### config.mk
export PLATFORM = sky130hd
export DESIGN_NAME = stack_machine_execute_core
export DESIGN_NICKNAME = d
export VERILOG_FILES = /design/src/smx_pkg.sv /design/src/smx_cell.sv /design/src/stack_machine_execute_core.sv
export SDC_FILE = /design/constraint.sdc
export NUM_CORES = 2
export LEC_CHECK = 0
export BUFFER_PORTS_ARGS = -buffer_cell sky130_fd_sc_hd__buf_2
export CAP_MARGIN = 0
export CORE_AREA = 2 2 291 235
export CTS_BUF_LIST = sky130_fd_sc_hd__clkbuf_4
export DETAILED_ROUTE_END_ITERATION = 8
export DIE_AREA = 0 0 293 237
export PLACE_DENSITY = 0.86
export RECOVER_POWER = 25
export SLEW_MARGIN = 20
export SYNTH_ARGS = -nofsm -noshare
export SYNTH_HDL_FRONTEND = slang
export SYNTH_SLANG_ARGS = --single-unit
### constraint.sdc
create_clock -name clk -period 53.4 [get_ports clk]
set_input_delay 8.01 -clock clk [delete_from_list [all_inputs] [get_ports clk]]
set_output_delay 8.01 -clock clk [all_outputs]
set_load 0.05 [all_outputs]
### src/smx_pkg.sv
// Package for the stack machine execute core.
// Holds transaction types, opcodes, cell control codes and sizing constants.
// No dependencies.
package smx_pkg;

  localparam int unsigned STACK_DEPTH = 16;
  localparam int unsigned DEPTH_W     = $clog2(STACK_DEPTH + 1);
  localparam int unsigned WORD_W      = 32;

  typedef logic [WORD_W-1:0] word_t;

  typedef enum logic [3:0] {
    CMD_ADD    = 4'd0,
    CMD_DUP    = 4'd1,
    CMD_JUMPIF = 4'd2,
    CMD_MUL    = 4'd3,
    CMD_OVER   = 4'd4,
    CMD_PUSH   = 4'd5,
    CMD_READ   = 4'd6,
    CMD_SWAP   = 4'd7,
    CMD_WRITE  = 4'd8
  } cmd_t;

  typedef enum logic [1:0] {
    CELL_HOLD       = 2'd0,
    CELL_FROM_ABOVE = 2'd1,
    CELL_FROM_BELOW = 2'd2
  } cell_op_t;

  typedef struct packed {
    logic [3:0]         cmd;
    logic signed [31:0] immediate;
    logic signed [31:0] read_value;
  } in_item_t;

  typedef struct packed {
    logic               jump_taken;
    logic signed [31:0] jump_target;
    logic               write_valid;
    logic signed [31:0] write_value;
    logic [4:0]         stack_depth;
    logic               overflow;
  } out_item_t;

endpackage

### src/smx_cell.sv
// One operand stack cell: holds a word, or takes it from the neighbor above
// or below. Depends on smx_pkg.
module smx_cell (
  input  logic             clk,
  input  smx_pkg::cell_op_t op,
  input  smx_pkg::word_t   above_word,
  input  smx_pkg::word_t   below_word,
  output smx_pkg::word_t   word
);
  import smx_pkg::*;

  word_t word_r;
  word_t word_nxt;

  always_comb begin
    case (op)
      CELL_FROM_ABOVE: word_nxt = above_word;
      CELL_FROM_BELOW: word_nxt = below_word;
      default:         word_nxt = word_r;
    endcase
  end

  always_ff @(posedge clk) begin
    word_r <= word_nxt;
  end

  assign word = word_r;

endmodule

### src/stack_machine_execute_core.sv
// Top level of the stack machine execute core.
// Decodes one instruction per transaction and drives a row of smx_cell
// instances that form the operand stack. Depends on smx_pkg and smx_cell.
//
//   channel  ports                          direction  payload
//   in       in_valid, in_stall, in_data     input      in_item_t
//   out      out_valid, out_stall, out_data  output     out_item_t
//
// One instruction per cycle while in_stall is low; its result is registered
// in the output register on acceptance. The stack top sits in cell 0 and
// the stack shifts through the cell row by one place per instruction. Reset
// clears depth count and output valid; cells are undefined until written.
// in_stall is raised only while a result waits and out_stall is high.
module stack_machine_execute_core (
  input  logic                 clk,
  input  logic                 rst_n,
  input  logic                 in_valid,
  output logic                 in_stall,
  input  smx_pkg::in_item_t    in_data,
  output logic                 out_valid,
  input  logic                 out_stall,
  output smx_pkg::out_item_t   out_data
);
  import smx_pkg::*;

  word_t                cell_word [STACK_DEPTH];
  cell_op_t             cell_op   [STACK_DEPTH];
  word_t                load_word;
  logic [DEPTH_W-1:0]   depth_r;
  logic [DEPTH_W-1:0]   depth_nxt;
  logic                 out_valid_r;
  out_item_t            out_data_r;
  out_item_t            res;
  logic                 in_fire;
  logic                 has_one;
  logic                 has_two;
  logic                 full;
  logic                 do_push;
  logic                 do_pop;
  logic                 do_alu;
  logic                 do_swap;
  word_t                alu_word;

  assign in_stall = out_valid_r & out_stall;
  assign in_fire  = in_valid & ~in_stall;

  assign has_one = depth_r != '0;
  assign has_two = depth_r > DEPTH_W'(1);
  assign full    = depth_r == DEPTH_W'(STACK_DEPTH);

  always_comb begin
    res         = '0;
    do_push     = 1'b0;
    do_pop      = 1'b0;
    do_alu      = 1'b0;
    do_swap     = 1'b0;
    load_word   = in_data.immediate;
    alu_word    = cell_word[0] + cell_word[1];
    case (in_data.cmd)
      CMD_ADD, CMD_MUL: begin
        if (in_data.cmd == CMD_MUL) begin
          alu_word = cell_word[0] * cell_word[1];
        end
        if (has_two) begin
          do_alu    = 1'b1;
          load_word = alu_word;
        end
      end
      CMD_DUP: begin
        load_word = cell_word[0];
        if (has_one) begin
          res.overflow = full;
          do_push      = ~full;
        end
      end
      CMD_JUMPIF: begin
        if (has_one) begin
          do_pop         = 1'b1;
          res.jump_taken = ~cell_word[0][WORD_W-1];
          if (!cell_word[0][WORD_W-1]) begin
            res.jump_target = in_data.immediate;
          end
        end
      end
      CMD_OVER: begin
        load_word = cell_word[1];
        if (has_two) begin
          res.overflow = full;
          do_push      = ~full;
        end
      end
      CMD_PUSH: begin
        res.overflow = full;
        do_push      = ~full;
      end
      CMD_READ: begin
        load_word    = in_data.read_value;
        res.overflow = full;
        do_push      = ~full;
      end
      CMD_SWAP: begin
        do_swap = has_two;
      end
      CMD_WRITE: begin
        if (has_one) begin
          do_pop          = 1'b1;
          res.write_valid = 1'b1;
          res.write_value = cell_word[0];
        end
      end
      default: begin
      end
    endcase

    depth_nxt = depth_r;
    if (do_push) begin
      depth_nxt = depth_r + DEPTH_W'(1);
    end else if (do_pop || do_alu) begin
      depth_nxt = depth_r - DEPTH_W'(1);
    end
    res.stack_depth = 5'(depth_nxt);
  end

  always_comb begin
    for (int i = 0; i < STACK_DEPTH; i++) begin
      cell_op[i] = CELL_HOLD;
      if (in_fire) begin
        if (do_push) begin
          cell_op[i] = CELL_FROM_ABOVE;
        end else if (do_pop) begin
          cell_op[i] = CELL_FROM_BELOW;
        end else if (do_alu) begin
          cell_op[i] = (i == 0) ? CELL_FROM_ABOVE : CELL_FROM_BELOW;
        end else if (do_swap) begin
          if (i == 0) begin
            cell_op[i] = CELL_FROM_BELOW;
          end else if (i == 1) begin
            cell_op[i] = CELL_FROM_ABOVE;
          end
        end
      end
    end
  end

  for (genvar g = 0; g < STACK_DEPTH; g++) begin : g_cell
    word_t above;
    word_t below;
    if (g == 0) begin : g_top
      assign above = load_word;
    end else begin : g_mid_above
      assign above = cell_word[g-1];
    end
    if (g == STACK_DEPTH - 1) begin : g_bottom
      assign below = cell_word[g];
    end else begin : g_mid_below
      assign below = cell_word[g+1];
    end
    smx_cell u_cell (
      .clk        (clk),
      .op         (cell_op[g]),
      .above_word (above),
      .below_word (below),
      .word       (cell_word[g])
    );
  end

  always_ff @(posedge clk) begin
    if (!rst_n) begin
      depth_r     <= '0;
      out_valid_r <= 1'b0;
    end else begin
      if (in_fire) begin
        depth_r     <= depth_nxt;
        out_valid_r <= 1'b1;
      end else if (!out_stall) begin
        out_valid_r <= 1'b0;
      end
    end
  end

  always_ff @(posedge clk) begin
    if (in_fire) begin
      out_data_r <= res;
    end
  end

  assign out_valid = out_valid_r;
  assign out_data  = out_data_r;

endmodule
==> reports/results.txt <==
The flow ran to the end, but the final reports show violations. The checks that failed: capacitance limit, slew limit. XOR/XNOR share of the synthesized area: 2.369%. The HPWL after detailed placement is 68,530 um.

The post-route netlist has 23.17% of its cells at a drive strength greater than 1. The initial antenna violation count was 4. Dividing the detail-routed via count by the number of cells gives 6.018. For the post-synthesis instance area, the log shows 42,880 um^2. Global routing used 43.98% of the available met2 tracks.

After synthesis, flip-flops and latches occupy 41.18% of the total area. The number of violations reported at the end of detailed-routing iteration 0 is 2,995, and the count of input and output buffers is 145. The sequential cells in the finished layout cover a total of 17,660 um^2.

Entering global routing, the biggest net connects 88 pins. The run gives 150 as the number of buffers created by CTS. For the final routed database, the setup TNS stands at 0 ns. The depth of the worst register-to-register path is 14, and the total vias in the final route is 27,440. The run gives 0 as the number of nets with antenna violations after detailed routing. Setup repair after global routing left no endpoint under its margin. Data arrival time of the critical path: 8.48 ns. When the netlist entered floorplanning its net count stood at 4,047. The worst setup path is launched from an input port.

The final global-route overflow total is 0. The cell count after placement was 4,295. The tools report the number of fill cells as 4,398.

The tools report the routed wire length as 98,890 um. Across the run, the number of max-cap violations was 6. For the first-pass GRT wire length, the log shows 155,700 um. The count of H-tree levels built during CTS was 4; the final layout net count was 4,216. The post-route clock skew is 0.06762 ns. After synthesis, the largest family of logic cells by area is adder cells. For this configuration, the core starts out at a cell density of 64.30%. The slew at the pin closest to its max-slew limit works out to 4.172 ns. The minimum period implied by the final worst setup slack was 16.49 ns; the post-synthesis cell type count was 75. STA classifies the critical path endpoint as a primary output. The die covers 69,440 um^2. Number of cells upsized or downsized after cts: 0.

The global placer's final weighted congestion came out at 0.9724. Clock-pin slew was measured on the worst setup and hold paths at 0.07 ns. The tools report the insertion delay to the later sink of the worst-skew pair as 1.00 ns. The met1 layer usage reported by global route came out at 39.27%. The final core utilization came out at 68.98%. In the finished design, the share of the clock period the worst path needs comes to 30.89%. For flop-to-flop paths, the worst setup slack is 44.12 ns. Area fraction in and, or, nand and nor cells after synthesis: 9.813%.

Average cell area after synthesis: 12.58 um^2. The standard-cell row count is 85, and the highest achievable clock rate is 0.06063 GHz. met2 is the most crowded layer. The tools report the count of hold-fix buffers inserted at cts as 0.

In this run, synthesis inferred 584 flip-flops with an integrated enable. The global-route met3 utilization was 8.926%. In this run the critical register-to-register path is captured at g_cell[14].u_cell.word[19].

The worst endpoint required time is 45.39 ns. The post-synthesis adder-cell area fraction came out at 23.71%. The area share of the largest cell type after synthesis works out to 40.90%. The class of the worst hold path is flop to flop. The count of cells along the worst hold path is 0, and the flip-flop and latch count after synthesis is 590. The tree is rooted in a sky130_fd_sc_hd__clkbuf_4.

The library cell used most frequently in the layout, excluding fill and tap cells, is sky130_fd_sc_hd__edfxtp_1. The headroom to the max-slew limit is -178.1%. Leaving out fill and tap cells, the most frequent cells in the layout are 584 x sky130_fd_sc_hd__edfxtp_1, 409 x sky130_fd_sc_hd__fa_1, 397 x sky130_fd_sc_hd__inv_1.

For the detailed-routing iteration count for the pre-antenna-repair pass, the log shows 6. The run gives 0 as the number of hold violations in the final report. The setup slack after placement came out at 36.91 ns. The total I/O pin count is 146, and the die height is 237 um. Summing all multi-input logic gate instances after layout gives 22,770 um^2.

Counting every instance in the synthesized netlist gives 3,408. The worst register-to-register path begins at depth_r[0]. In the routed design, unresolved DRC markers number 0. The logs give 3 for the maximum clock insertion buffer count and 590 for the number of sinks on the clock net. The overall track demand over capacity in global routing was 29.03%.

For the count of warnings emitted by yosys, the log shows 0. The max-slew violation count was 290. Yosys attributes the largest share of cell area to sky130_fd_sc_hd__edfxtp_1 41%, sky130_fd_sc_hd__fa_1 19%, sky130_fd_sc_hd__mux2_2 8.6%.

Of all cell types, the one taking the most synthesized area is sky130_fd_sc_hd__edfxtp_1. Leaving out filler cells and counting taps, the final layout contains 4,559. In this run the worst path has a maximum fanout of 2.

TritonCTS built the clock tree. The routed length per instance is 21.69 um. In the synthesized netlist the dominant register cell turns out to be sky130_fd_sc_hd__edfxtp_1. The area growth from synthesis to layout was 7.277%. Path type of the worst setup path: input port to primary output.

Summing the areas of all compound-gate instances in the mapped netlist gives 4.552% of the synthesized area. Counting flops with an async set or reset pin after synthesis yields a share of 0%. The destination of the worst hold path was g_cell[15].u_cell.word[19]. The core region is 66,680 um^2.

Buffers added to address setup during post-CTS repair amount to 0. The startpoint identified for the worst hold timing path is g_cell[14].u_cell.word[19]. The via count of the first global-routing pass is 28,490, and the number of failing setup endpoints in the final timing report is 0. The horizontal die dimension is 293 um, and the fraction of synthesized area in multiplexers is 12.69%. Setup slack closes at 36.91 ns.
==> state kept, by name, summed over array words and instances (netlist names) <==
register            count
g_cell.u_cell.word    512
depth_r                 5
out_valid               1
out_data               72
==> worst max-delay path, cell delays in order <==
cell and delay, ns:
sky130_fd_sc_hd__buf_2 0.08, sky130_fd_sc_hd__nand2_1 0.06, sky130_fd_sc_hd__inv_1 0.07, sky130_fd_sc_hd__buf_2 0.26
==> Yosys cell counts, types with 10 or more instances <==
cell type	count
sky130_fd_sc_hd__inv_1	399
sky130_fd_sc_hd__o21a_1	14
sky130_fd_sc_hd__a22oi_1	10
sky130_fd_sc_hd__o211ai_1	13
sky130_fd_sc_hd__a31oi_1	25
sky130_fd_sc_hd__a21oi_1	62
sky130_fd_sc_hd__mux2_2	328
sky130_fd_sc_hd__nand2_1	290
sky130_fd_sc_hd__clkbuf_1	127
sky130_fd_sc_hd__a222oi_1	23
sky130_fd_sc_hd__and2_1	371
sky130_fd_sc_hd__o21ai_0	53
sky130_fd_sc_hd__nand3_1	16
sky130_fd_sc_hd__buf_4	21
sky130_fd_sc_hd__nor2_1	68
sky130_fd_sc_hd__nor3_1	20
sky130_fd_sc_hd__buf_8	10
sky130_fd_sc_hd__a211oi_1	10
sky130_fd_sc_hd__mux2_1	20
sky130_fd_sc_hd__buf_2	14
sky130_fd_sc_hd__ha_1	158
sky130_fd_sc_hd__mux2_4	100
sky130_fd_sc_hd__fa_1	409
sky130_fd_sc_hd__and3_1	12
sky130_fd_sc_hd__edfxtp_1	584
sky130_fd_sc_hd__xor2_1	35
sky130_fd_sc_hd__xnor2_1	81
sky130_fd_sc_hd__a21o_1	18
==> logic make-up after synthesis <==
family | count (synthesis)
AOI/OAI and AO/OA | 286
xor gates and xnor gates | 116
adders and majority gates | 567
buffers and inverters | 583
DFF | 590
muxes | 450
and+or+nand+nor | 816
==> worst max path at each step <==
stage / startpoint / endpoint / slack [ns] / cells past startpoint
5_1_grt: out_stall / in_stall / 36.87 / 4
2_1_floorplan: in_data[65] / g_cell[10].u_cell.word[0] / 23.21 / 5
3_5_place_dp: out_stall / in_stall / 36.91 / 4
3_3_place_gp: out_stall / in_stall / 36.91 / 4
6_report: out_stall / in_stall / 36.91 / 4
4_1_cts: out_stall / in_stall / 36.91 / 4
==> metal layers <==
metal | vias up | share of wire [%]
met5 | - | 0.038
met4 | 6 | 3.9
met3 | 326 | 12
met2 | 1566 | 45
met1 | 13590 | 39
li1 | 11950 | -
==> metrics by stage <==
stage               hold WS, ns  area, um^2
floorplan                0.4204       42880
global placement         0.4280       44240
detailed placement       0.4275       44240
CTS                      0.4107       46100
global route             0.4266       46000
finish                   0.4251       46000
==> area by class of cell <==
cell class	count	share of cell area, %
Antenna cell	3	0.01632
Clock buffer	215	3.509
Clock inverter	46	0.5494
Inverter	400	3.267
Multi-Input combinational cell	2235	49.50
Sequential cell	590	38.38
Tap cell	870	2.366
Timing Repair Buffer	200	2.407
Power is left out: the tool's default activity adds up to more than one toggle a clock period on the data nets, which glitch-free logic cannot reach.
